$ cat src/rc_button_action_decoder_core_assert.svh
// assertion macros shared by the rc button action decoder rtl
// needs clk_i and rst_ni in the scope where a macro is used
`ifndef RC_BUTTON_ACTION_DECODER_CORE_ASSERT_SVH
`define RC_BUTTON_ACTION_DECODER_CORE_ASSERT_SVH

// same-cycle implication, checked out of reset
`define RCBAD_ASSERT_NOW(label, ante, cons, msg) \
  label: assert property (@(posedge clk_i) disable iff (!rst_ni) (ante) |-> (cons)) \
    else $error(msg);

// next-cycle implication, checked out of reset
`define RCBAD_ASSERT_NEXT(label, ante, cons, msg) \
  label: assert property (@(posedge clk_i) disable iff (!rst_ni) (ante) |=> (cons)) \
    else $error(msg);

`endif

$ cat src/rcbad_pkg.sv
// shared types, constants and helpers of the rc button action decoder
// no dependencies
`default_nettype none

package rcbad_pkg;

  // tuning
  localparam int LONG_PRESS_TICKS    = 15;
  localparam int COMMAND_DELAY_TICKS = 15;
  localparam int RIGHT_PRESS_TICKS   = 1;

  // field widths
  localparam int PULSE_W    = 12;
  localparam int TIME_W     = 32;
  localparam int CODE_W     = 5;
  localparam int SLOT_W     = 4;
  localparam int NUM_SLOTS  = 9;
  localparam int MAP_W      = CODE_W * NUM_SLOTS;
  localparam int CNT_W      = 6;
  localparam int CFG_IDX_W  = 1;
  localparam int IN_DATA_W  = 72;
  localparam int OUT_DATA_W = 16;

  // pulse thresholds in microseconds, action gap in milliseconds
  localparam logic [PULSE_W-1:0] TOGGLE_LEVEL = 12'd1700;
  localparam logic [PULSE_W-1:0] LEFT_HIGH    = 12'd2050;
  localparam logic [PULSE_W-1:0] LEFT_BAND_LO = 12'd1050;
  localparam logic [PULSE_W-1:0] LEFT_BAND_HI = 12'd1150;
  localparam logic [PULSE_W-1:0] RIGHT_LEVEL  = 12'd1500;
  localparam logic [PULSE_W-1:0] BITS_BASE    = 12'd1000;
  localparam logic [PULSE_W-1:0] PULSE_MIN    = 12'd900;
  localparam logic [TIME_W-1:0]  ACTION_GAP_MS = 32'd200;

  // divide by 100 as multiply by 1311 and shift by 17 (exact for values below 4096)
  localparam logic [10:0] DIV100_MUL = 11'd1311;
  localparam int          DIV100_SH  = 17;

  // counter limits
  localparam int CNT_MAX_INT     = 31;
  localparam int PRELOAD_INT     = (COMMAND_DELAY_TICKS > 32) ? -32 : -COMMAND_DELAY_TICKS;
  localparam logic signed [CNT_W-1:0] CNT_PRELOAD = CNT_W'(PRELOAD_INT);

  localparam logic [MAP_W-1:0] MAP_RESET = 45'd22010633668642;

  // register indexes
  localparam logic [CFG_IDX_W-1:0] REG_ENABLE = 1'd0;
  localparam logic [CFG_IDX_W-1:0] REG_MAP    = 1'd1;

  // table slots
  localparam logic [SLOT_W-1:0] SLOT_TOGGLE = 4'd6;
  localparam logic [SLOT_W-1:0] SLOT_LONG   = 4'd7;
  localparam logic [SLOT_W-1:0] SLOT_RIGHT  = 4'd8;
  localparam logic [SLOT_W-1:0] NO_SLOT     = 4'd9;
  localparam logic [SLOT_W-1:0] SLOT_HELD   = 4'd3;

  // action codes
  localparam logic [CODE_W-1:0] ACT_NONE         = 5'd0;
  localparam logic [CODE_W-1:0] ACT_PHOTO        = 5'd1;
  localparam logic [CODE_W-1:0] ACT_VIDEO        = 5'd2;
  localparam logic [CODE_W-1:0] ACT_TOGGLE_FIRST = 5'd19;
  localparam logic [CODE_W-1:0] ACT_TOGGLE_LAST  = 5'd22;

  typedef struct packed {
    logic                 enable;
    logic [MAP_W-1:0]     action_map;
  } cfg_t;

  typedef struct packed {
    logic [TIME_W-1:0]    now_ms;
    logic                 radio_lost;
    logic [PULSE_W-1:0]   action_pulse;
    logic [PULSE_W-1:0]   right_pulse;
    logic [PULSE_W-1:0]   mode_pulse;
  } item_t;

  typedef struct packed {
    logic [SLOT_W-1:0]    slot;
    logic [CODE_W-1:0]    action;
  } result_t;

  // code held in one slot of the action map
  function automatic logic [CODE_W-1:0] slot_code(input logic [MAP_W-1:0] map,
                                                  input logic [SLOT_W-1:0] slot);
    return CODE_W'(map >> (CODE_W * int'(slot)));
  endfunction

  // saturating increment of a hold counter
  function automatic logic signed [CNT_W-1:0] count_up(input logic signed [CNT_W-1:0] c);
    return (int'(c) >= CNT_MAX_INT) ? CNT_W'(CNT_MAX_INT) : c + CNT_W'(1);
  endfunction

  // codes that are held off for the gap time
  function automatic logic rate_limited(input logic [CODE_W-1:0] code);
    return (code == ACT_PHOTO) || (code == ACT_VIDEO) ||
           ((code >= ACT_TOGGLE_FIRST) && (code <= ACT_TOGGLE_LAST));
  endfunction

endpackage

`default_nettype wire

$ cat src/rcbad_cfg.sv
// configuration registers of the rc button action decoder
// depends on rcbad_pkg
`default_nettype none

module rcbad_cfg (
  input  wire logic                            clk_i,
  input  wire logic                            rst_ni,
  input  wire logic                            we_i,
  input  wire logic [rcbad_pkg::CFG_IDX_W-1:0] idx_i,
  input  wire logic [rcbad_pkg::MAP_W-1:0]     wdata_i,
  output      rcbad_pkg::cfg_t                 cfg_o
);
  import rcbad_pkg::*;

  cfg_t cfg_q, cfg_d;

  // register write decode
  always_comb begin
    cfg_d = cfg_q;
    if (we_i) begin
      unique case (idx_i)
        REG_ENABLE: cfg_d.enable     = wdata_i[0];
        REG_MAP:    cfg_d.action_map = wdata_i;
        default:    cfg_d            = cfg_q;
      endcase
    end
  end

  always_ff @(posedge clk_i or negedge rst_ni) begin
    if (!rst_ni) begin
      cfg_q.enable     <= 1'b0;
      cfg_q.action_map <= MAP_RESET;
    end else begin
      cfg_q <= cfg_d;
    end
  end

  assign cfg_o = cfg_q;

endmodule

`default_nettype wire

$ cat src/rcbad_decide.sv
// button decode, hold counters, toggle detect, table lookup and rate limit
// depends on rcbad_pkg and rc_button_action_decoder_core_assert.svh
`default_nettype none

module rcbad_decide (
  input  wire logic     clk_i,
  input  wire logic     rst_ni,
  input  wire logic     upd_i,
  input  wire rcbad_pkg::item_t   item_i,
  input  wire rcbad_pkg::cfg_t    cfg_i,
  output rcbad_pkg::result_t res_o
);
  import rcbad_pkg::*;

  `include "rc_button_action_decoder_core_assert.svh"

  logic [PULSE_W-1:0]      prev_mode_q, prev_mode_d;
  logic signed [CNT_W-1:0] left_cnt_q, left_cnt_d;
  logic signed [CNT_W-1:0] right_cnt_q, right_cnt_d;
  logic                    skip_q, skip_d;
  logic [TIME_W-1:0]       last_time_q, last_time_d;

  logic                    active;
  logic                    toggle;
  logic                    left;
  logic                    right;
  logic [PULSE_W-1:0]      bits_diff;
  logic [22:0]             bits_prod;
  logic [2:0]              btn;
  logic                    has_sel;
  logic [SLOT_W-1:0]       sel_slot;
  logic signed [CNT_W-1:0] left_up;
  logic signed [CNT_W-1:0] right_up;
  logic                    skip_pre;
  logic                    toggle_eff;
  logic [TIME_W-1:0]       gap;
  logic [CODE_W-1:0]       act;
  logic [SLOT_W-1:0]       slot;
  logic [CODE_W-1:0]       act_final;

  // channel decode
  assign active = cfg_i.enable && !item_i.radio_lost && (item_i.mode_pulse >= PULSE_MIN);
  assign toggle = (item_i.mode_pulse > TOGGLE_LEVEL) != (prev_mode_q > TOGGLE_LEVEL);
  assign left   = (item_i.mode_pulse > LEFT_HIGH) ||
                  ((item_i.mode_pulse > LEFT_BAND_LO) && (item_i.mode_pulse < LEFT_BAND_HI));
  assign right  = item_i.right_pulse > RIGHT_LEVEL;

  // action channel bits, (width - 1000) / 100 by reciprocal
  assign bits_diff = (item_i.action_pulse > BITS_BASE) ? item_i.action_pulse - BITS_BASE
                                                       : '0;
  assign bits_prod = 23'(bits_diff) * 23'(DIV100_MUL);
  assign btn       = bits_prod[DIV100_SH+2:DIV100_SH];

  assign left_up  = count_up(left_cnt_q);
  assign right_up = count_up(right_cnt_q);
  assign gap      = item_i.now_ms - last_time_q;

  // priority chain of action sources
  always_comb begin
    has_sel     = 1'b1;
    sel_slot    = '0;
    act         = ACT_NONE;
    slot        = NO_SLOT;
    left_cnt_d  = left_cnt_q;
    right_cnt_d = right_cnt_q;
    skip_pre    = skip_q;
    skip_d      = skip_q;
    toggle_eff  = toggle;

    priority if (btn[0]) sel_slot = 4'd0;
    else if (btn[1])     sel_slot = 4'd1;
    else if (btn[2])     sel_slot = 4'd2;
    else                 has_sel  = 1'b0;

    if (has_sel && left) begin
      sel_slot   = sel_slot + SLOT_HELD;
      left_cnt_d = '0;
    end else if (left) begin
      left_cnt_d = left_up;
    end else begin
      left_cnt_d = '0;
    end

    if (has_sel) begin
      act  = slot_code(cfg_i.action_map, sel_slot);
      slot = sel_slot;
    end

    // long left press
    if ((act == ACT_NONE) && (int'(left_cnt_d) > LONG_PRESS_TICKS)) begin
      left_cnt_d = CNT_PRELOAD;
      act        = slot_code(cfg_i.action_map, SLOT_LONG);
      slot       = SLOT_LONG;
      skip_pre   = 1'b1;
    end

    // first toggle after a long press is swallowed
    skip_d = skip_pre;
    if (skip_pre && toggle) begin
      toggle_eff = 1'b0;
      skip_d     = 1'b0;
    end

    if ((act == ACT_NONE) && toggle_eff) begin
      act  = slot_code(cfg_i.action_map, SLOT_TOGGLE);
      slot = SLOT_TOGGLE;
    end

    // right button repeat
    if ((act == ACT_NONE) && right) begin
      right_cnt_d = right_up;
      if (int'(right_up) >= RIGHT_PRESS_TICKS) begin
        act         = slot_code(cfg_i.action_map, SLOT_RIGHT);
        slot        = SLOT_RIGHT;
        right_cnt_d = CNT_PRELOAD;
      end
    end else begin
      right_cnt_d = '0;
    end
  end

  // rate limit and final result
  always_comb begin
    act_final = act;
    if (rate_limited(act) && (gap < ACTION_GAP_MS)) begin
      act_final = ACT_NONE;
    end
    res_o.action = active ? act_final : ACT_NONE;
    res_o.slot   = (active && (act_final != ACT_NONE)) ? slot : NO_SLOT;
    prev_mode_d  = item_i.mode_pulse;
    last_time_d  = (act_final != ACT_NONE) ? item_i.now_ms : last_time_q;
  end

  // decoder state, stepped once per active word
  always_ff @(posedge clk_i or negedge rst_ni) begin
    if (!rst_ni) begin
      prev_mode_q <= '0;
      left_cnt_q  <= '0;
      right_cnt_q <= '0;
      skip_q      <= 1'b0;
      last_time_q <= '0;
    end else if (upd_i && active) begin
      prev_mode_q <= prev_mode_d;
      left_cnt_q  <= left_cnt_d;
      right_cnt_q <= right_cnt_d;
      skip_q      <= skip_d;
      last_time_q <= last_time_d;
    end
  end

  `RCBAD_ASSERT_NOW(a_slot_matches_action, 1'b1,
    (res_o.action == ACT_NONE) == (res_o.slot == NO_SLOT), "slot and action disagree")
  `RCBAD_ASSERT_NEXT(a_state_holds_idle, !(upd_i && active),
    $stable(left_cnt_q) && $stable(right_cnt_q) && $stable(skip_q) && $stable(last_time_q),
    "decoder state moved without an active word")
  `RCBAD_ASSERT_NEXT(a_stamp_on_action, upd_i && (res_o.action != ACT_NONE),
    last_time_q == $past(item_i.now_ms), "time stamp not taken on an action")

endmodule

`default_nettype wire

$ cat src/rc_button_action_decoder_core.sv
// rc button action decoder: stream in, one action word out per tick word
//
// Slave channel s_axis_* takes one tick word (three pulse widths, the
// failsafe flag in tuser and the millisecond time). Master channel m_axis_*
// gives one word per accepted input: the action code and the table slot,
// slot 9 with action 0 when nothing fires. The cfg_* port writes the enable
// bit (index 0) and the 45-bit action map (index 1).
// An accepted word is held in an input register; once the output register is
// free or being read, the decode logic steps the button state and loads the
// result into the output register. One word is taken every cycle while the
// receiver is ready, set by the single decode stage between the two registers.
// Reset clears the hold counters, toggle history, time stamp and both
// pipeline valid flags; the block comes up disabled with the default map.
// When the receiver stalls the output word holds, the input register keeps
// its word and tready drops once both registers are full.
// depends on rcbad_pkg, rcbad_cfg, rcbad_decide and the assertion header
`default_nettype none

module rc_button_action_decoder_core (
  input  wire logic                             clk_i,
  input  wire logic                             rst_ni,
  // fields low to high: mode_pulse, right_pulse, action_pulse, now_ms, zero pad
  input  wire logic [rcbad_pkg::IN_DATA_W-1:0]  s_axis_tdata,
  // radio_lost
  input  wire logic                             s_axis_tuser,
  input  wire logic                             s_axis_tvalid,
  output      logic                             s_axis_tready,
  // fields low to high: action, slot, zero pad
  output      logic [rcbad_pkg::OUT_DATA_W-1:0] m_axis_tdata,
  output      logic                             m_axis_tvalid,
  input  wire logic                             m_axis_tready,
  input  wire logic                             cfg_we_i,
  input  wire logic [rcbad_pkg::CFG_IDX_W-1:0]  cfg_idx_i,
  input  wire logic [rcbad_pkg::MAP_W-1:0]      cfg_wdata_i
);
  import rcbad_pkg::*;

  `include "rc_button_action_decoder_core_assert.svh"

  cfg_t    cfg;
  item_t   in_q, in_d;
  logic    in_vld_q, in_vld_d;
  result_t res;
  result_t out_q, out_d;
  logic    out_vld_q, out_vld_d;
  logic    advance;
  logic    take;

  rcbad_cfg u_cfg (
    .clk_i   (clk_i),
    .rst_ni  (rst_ni),
    .we_i    (cfg_we_i),
    .idx_i   (cfg_idx_i),
    .wdata_i (cfg_wdata_i),
    .cfg_o   (cfg)
  );

  rcbad_decide u_decide (
    .clk_i  (clk_i),
    .rst_ni (rst_ni),
    .upd_i  (advance),
    .item_i (in_q),
    .cfg_i  (cfg),
    .res_o  (res)
  );

  // handshake and pipeline control
  assign advance       = in_vld_q && (!out_vld_q || m_axis_tready);
  assign s_axis_tready = !in_vld_q || advance;
  assign take          = s_axis_tvalid && s_axis_tready;

  always_comb begin
    in_d.mode_pulse   = s_axis_tdata[11:0];
    in_d.right_pulse  = s_axis_tdata[23:12];
    in_d.action_pulse = s_axis_tdata[35:24];
    in_d.now_ms       = s_axis_tdata[67:36];
    in_d.radio_lost   = s_axis_tuser;
    in_vld_d          = take || (in_vld_q && !advance);
    out_d             = res;
    out_vld_d         = advance || (out_vld_q && !m_axis_tready);
  end

  // input register
  always_ff @(posedge clk_i or negedge rst_ni) begin
    if (!rst_ni) begin
      in_vld_q <= 1'b0;
    end else begin
      in_vld_q <= in_vld_d;
    end
  end

  always_ff @(posedge clk_i) begin
    if (take) begin
      in_q <= in_d;
    end
  end

  // output register
  always_ff @(posedge clk_i or negedge rst_ni) begin
    if (!rst_ni) begin
      out_vld_q <= 1'b0;
    end else begin
      out_vld_q <= out_vld_d;
    end
  end

  always_ff @(posedge clk_i) begin
    if (advance) begin
      out_q <= out_d;
    end
  end

  assign m_axis_tvalid = out_vld_q;
  assign m_axis_tdata  = {{(OUT_DATA_W - CODE_W - SLOT_W){1'b0}}, out_q.slot, out_q.action};

  `RCBAD_ASSERT_NOW(a_no_overwrite, out_vld_q && !m_axis_tready, !advance,
    "output word overwritten while stalled")
  `RCBAD_ASSERT_NOW(a_ready_when_empty, !in_vld_q, s_axis_tready,
    "input refused with an empty input register")
  `RCBAD_ASSERT_NEXT(a_result_follows, advance, m_axis_tvalid,
    "decoded word not presented")

endmodule

`default_nettype wire
$ cat config.mk
export PLATFORM = sky130hd
export DESIGN_NAME = rc_button_action_decoder_core
export DESIGN_NICKNAME = d
export VERILOG_FILES = /design/src/rcbad_pkg.sv /design/src/rcbad_cfg.sv /design/src/rcbad_decide.sv /design/src/rc_button_action_decoder_core.sv
export VERILOG_INCLUDE_DIRS = /design/src /design/src/src
export SDC_FILE = /design/constraint.sdc
export NUM_CORES = 1
export LEC_CHECK = 0
export BUFFER_PORTS_ARGS = -buffer_cell sky130_fd_sc_hd__buf_2
export CORE_MARGIN = 4
export CORE_UTILIZATION = 40
export CTS_CLUSTER_DIAMETER = 120
export DETAILED_ROUTE_END_ITERATION = 10
export HOLD_SLACK_MARGIN = 0.02
export MAX_ROUTING_LAYER = met4
export PLACE_DENSITY = 0.6
export SLEW_MARGIN = 0
export SYNTH_ARGS = -nofsm -noshare
export SYNTH_HDL_FRONTEND = slang
export SYNTH_SLANG_ARGS = --single-unit
$ cat constraint.sdc
create_clock -name clk_i -period 24.9 [get_ports clk_i]
set_clock_uncertainty 0.15 [all_clocks]
set_input_delay 0 -clock clk_i [delete_from_list [all_inputs] [get_ports clk_i]]
set_output_delay 0 -clock clk_i [all_outputs]
set_load 0.01 [all_outputs]
==> flow_results.xml <==
<?xml version="1.0" encoding="UTF-8"?>
<metrics>
  <group name="run_status">
    <metric name="run_status" unit="">completed</metric>
  </group>
  <group name="power_and_ir_drop">
    <metric name="p_int" unit="uW">975</metric>
    <metric name="leakagePower" unit="uW">0.00694</metric>
    <metric name="share_clk_of_total_power" unit="%">15.2</metric>
    <metric name="swShare" unit="%">44.6</metric>
    <metric name="power.switching" unit="uW">785</metric>
    <metric name="vdd_drop_max" unit="V">0.0000806</metric>
    <metric name="power.share.sequential" unit="%">23.9</metric>
    <metric name="power_density" unit="nW/um^2">117</metric>
    <metric name="power.combinational.fraction" unit="%">60.9</metric>
  </group>
  <group name="finish">
    <metric name="drive_above_1_share" unit="%">19.9</metric>
    <metric name="final_nets" unit="">1643</metric>
    <metric name="n_fill_cell" unit="">2678</metric>
    <metric name="stdcell_count" unit="">1779</metric>
    <metric name="layout.core_utilization" unit="%">50.5</metric>
    <metric name="layout-area-overhead-vs-synth" unit="%">23.2</metric>
  </group>
  <group name="cts">
    <metric name="cts.htree.levels" unit="">4</metric>
    <metric name="post-cts-setup-buffers" unit="">0</metric>
    <metric name="postCtsResizedCells" unit="">0</metric>
    <metric name="cts_max_path_buffers" unit="">2</metric>
    <metric name="insertion_delay" unit="ps">450</metric>
    <metric name="root_buffer" unit="">clkbuf_16</metric>
    <metric name="cts_tree" unit="">built</metric>
    <metric name="numCtsBuffers" unit="">17</metric>
    <metric name="clock_sink_count" unit="">183</metric>
    <metric name="clkTransAtPathRegs" unit="ps">80</metric>
  </group>
  <group name="global_route">
    <metric name="largest_net_degree_at_the_start_of_global_routing" unit="">70</metric>
    <metric name="grtUsageTotal" unit="%">17.7</metric>
    <metric name="groute.layer.met2.usage" unit="%">29.8</metric>
    <metric name="global_route_wire_length_before_repair" unit="um">46600</metric>
    <metric name="met3_usage" unit="%">3.65</metric>
    <metric name="grt_most_used_layer" unit="">met2</metric>
    <metric name="antenna_violations_before_repair" unit="">3</metric>
    <metric name="grt_pass1_vias" unit="">9391</metric>
    <metric name="globalRoute.totalOverflow" unit="">0</metric>
    <metric name="grtUsageMet1" unit="%">21.9</metric>
  </group>
  <group name="synth">
    <metric name="synth_top_area_cell" unit="">dfrtp_1</metric>
    <metric name="netlist_top_cells_area" unit="">dfrtp_1, edfxtp_1, ha_1</metric>
    <metric name="postSynthAreaPerCell" unit="sq um">10.9</metric>
    <metric name="most_frequent_cell_after_synthesis" unit="">inv_1</metric>
    <metric name="synth_enable_flop_cells" unit="">78</metric>
    <metric name="synthesis.area" unit="sq um">12200</metric>
    <metric name="post_synth_most_frequent_cells" unit="">inv_1, ha_1, dfrtp_1</metric>
    <metric name="postSynth.asyncResetShare" unit="%">57.4</metric>
    <metric name="yosysTopAreaCellShare" unit="%">19.6</metric>
    <metric name="synth.ff_latch_count" unit="">183</metric>
    <metric name="netlist_instances" unit="">1124</metric>
    <metric name="synth_warnings" unit="">0</metric>
    <metric name="netlist-cell-type-count" unit="">88</metric>
    <metric name="proportion_of_synthesized_chip_area_in_sequential_cells" unit="%">40.7</metric>
    <metric name="most_used_flip_flop_cell_after_synthesis" unit="">dfrtp_1</metric>
  </group>
  <group name="critical_path">
    <metric name="max_stage_delay" unit="ps">590</metric>
    <metric name="critical_path_peak_fanout" unit="">32</metric>
    <metric name="worst-endpoint-arrival" unit="ps">11760</metric>
    <metric name="critical_path.top_delay_family" unit="">adder cells</metric>
    <metric name="sort_of_element_at_the_start_of_the_critical_path" unit="">register</metric>
    <metric name="critPathSlowestCell" unit="">fa_1</metric>
    <metric name="critical_path_class" unit="">reg2reg</metric>
    <metric name="critPathCaptureType" unit="">register</metric>
    <metric name="timing.critical_path.buf_inv" unit="">6</metric>
    <metric name="critical_path_required" unit="ps">25080</metric>
  </group>
  <group name="detailed_routing">
    <metric name="ant_nets" unit="">0</metric>
    <metric name="drt-wirelength-per-cell" unit="um">15.6</metric>
    <metric name="firstDrtPassIters" unit="">5</metric>
    <metric name="drt-vias-per-instance" unit="">5.12</metric>
    <metric name="detailroute.via_count" unit="">9110</metric>
    <metric name="drc" unit="">0</metric>
    <metric name="routed_wl" unit="um">27800</metric>
    <metric name="detail_route.iter0.violations" unit="">395</metric>
  </group>
  <group name="sta">
    <metric name="setup_viol" unit="">0</metric>
    <metric name="worst_slew_pin_slew" unit="ps">1140</metric>
    <metric name="max_fclk" unit="MHz">86.4</metric>
    <metric name="min_period_over_period" unit="%">46.5</metric>
    <metric name="timing.max_slew.rel_slack" unit="%">23.6</metric>
    <metric name="rsz0062_at_grt" unit="">false</metric>
    <metric name="finalSetupTns" unit="ps">0</metric>
    <metric name="report.final.slew_viol_count" unit="">0</metric>
    <metric name="final.min_clock_period" unit="ps">11580</metric>
    <metric name="timing_hold_violations_final" unit="">0</metric>
  </group>
  <group name="placement">
    <metric name="place_hpwl" unit="um">20000</metric>
    <metric name="placed_cells_incl_taps" unit="">1624</metric>
    <metric name="gp_routability_congestion" unit="">0.887</metric>
    <metric name="port-buffer-count" unit="">130</metric>
  </group>
  <group name="worst_hold_path">
    <metric name="min-delay-path-class" unit="">in2async</metric>
  </group>
  <group name="floorplan">
    <metric name="effective_utilization_at_floorplan" unit="%">41.0</metric>
    <metric name="core-area" unit="sq um">29900</metric>
    <metric name="fp.dieArea" unit="sq um">33500</metric>
    <metric name="die_y" unit="um">183</metric>
    <metric name="die_w" unit="um">183</metric>
    <metric name="top_level_ports" unit="">142</metric>
    <metric name="placement_rows" unit="">63</metric>
  </group>
  <group name="flow_run">
    <metric name="cap_violations" unit="">0</metric>
  </group>
</metrics>
==> layout make-up <==
type                       count  area, sq um  share of cell area [%]
clock inverter                15          154                    1.02
clock buffer                  17          425                    2.82
sequential                   183         4980                    33.0
inverter                     129          484                    3.21
timing repair buffer         254         1890                    12.6
antenna                        3         7.51                  0.0498
tap                          390          488                    3.24
multi-input combinational    788         6640                    44.0
==> flip-flops by register name, summed over array words and instances, names as in the netlist <==
register              count
u_decide.skip_q           1
m_axis_tvalid             1
u_decide.prev_mode_q     12
u_decide.right_cnt_q      6
u_decide.last_time_q     32
u_decide.left_cnt_q       6
in_q                     69
u_cfg.cfg_o              46
in_vld_q                  1
m_axis_tdata              9
==> cells in the final DEF, fill, tap and decap left out, types with 14 or more instances in the layout <==
master	n
buf_2	129
a21o_1	19
inv_1	128
nor2_1	58
ha_1	108
nand2b_1	16
xnor2_1	20
nor3_1	20
o21ai_0	38
mux2_4	30
mux2_2	47
a21oi_1	39
nand3_1	28
dlygate4sd3_1	119
edfxtp_1	78
fa_1	38
and2_1	14
nand2_1	80
dfrtp_1	96
xor2_1	14
clkbuf_16	17
==> cells by family (layout without fill, tap and decap cells) <==
| family | Yosys count | in the layout | share of synthesized area [%] |
|---|---|---|---|
| AND/OR/NAND/NOR | 287 | 287 | 12.0 |
| buffers and inverters | 159 | 415 | 5.35 |
| adder cells (fa/ha/maj) | 146 | 146 | 17.3 |
| flip-flops | 183 | 183 | 40.7 |
| AO/OA/AOI/OAI | 231 | 231 | 13.7 |
| multiplexers | 83 | 83 | 8.52 |
| XOR/XNOR | 34 | 34 | 2.43 |
| other | 1 | 10 | 0.0306 |
==> per-stage QoR <==
step / hold WS [ps] / instance area (sq um) / setup slack, ps / total power (uW)
floorplan: -446 / 12300 / 14620 / 1250
global placement: -125 / 13300 / 13400 / 1450
detailed placement: -129 / 13300 / 13340 / 1470
CTS: 34.0 / 15100 / 13290 / 1770
global route: 49.4 / 15100 / 12480 / 1930
finish: 34.4 / 15100 / 13320 / 1760
==> what timing repair did <==
action / in CTS / in global routing
hold buffers: 120 / 0
endpoints found under the setup margin: 0 / 0
hold endpoints to repair: 159 / 0
==> path summary, 6_finish.rpt <==
check                                        start                        to  slack (ps)  cells after the start
hold reg to reg            u_decide.prev_mode_q[6]   u_decide.prev_mode_q[6]         320                      2
hold / removal                              rst_ni           u_cfg.cfg_o[34]          30                      2
setup reg to reg                          in_q[29]  u_decide.last_time_q[31]       13320                     36
min in group clk_i                s_axis_tdata[36]                  in_q[37]         110                      2
max in group asynchronous                   rst_ni  u_decide.last_time_q[16]       23690                      3
setup / recovery                          in_q[29]  u_decide.last_time_q[31]       13320                     36
==> metal layers <==
metal  routed length, um  share of wire (%)  vias up
met5                   0                  0        -
li1                    -                  -     4538
met2               13800                 49      165
met3                1080                3.9       32
met4                 456                1.6        0
met1               12500                 45     4375
==> power groups by stage <==
stage | clock network, uW | logic, uW | registers (uW)
after global placement | 0 | 1030 | 424
after floorplan | 0 | 830 | 416
after CTS | 277 | 1070 | 421
after detailed placement | 0 | 1050 | 426
after global routing | 290 | 1210 | 429
final | 268 | 1070 | 421
No activity file was read; power rests on OpenSTA's default activity.
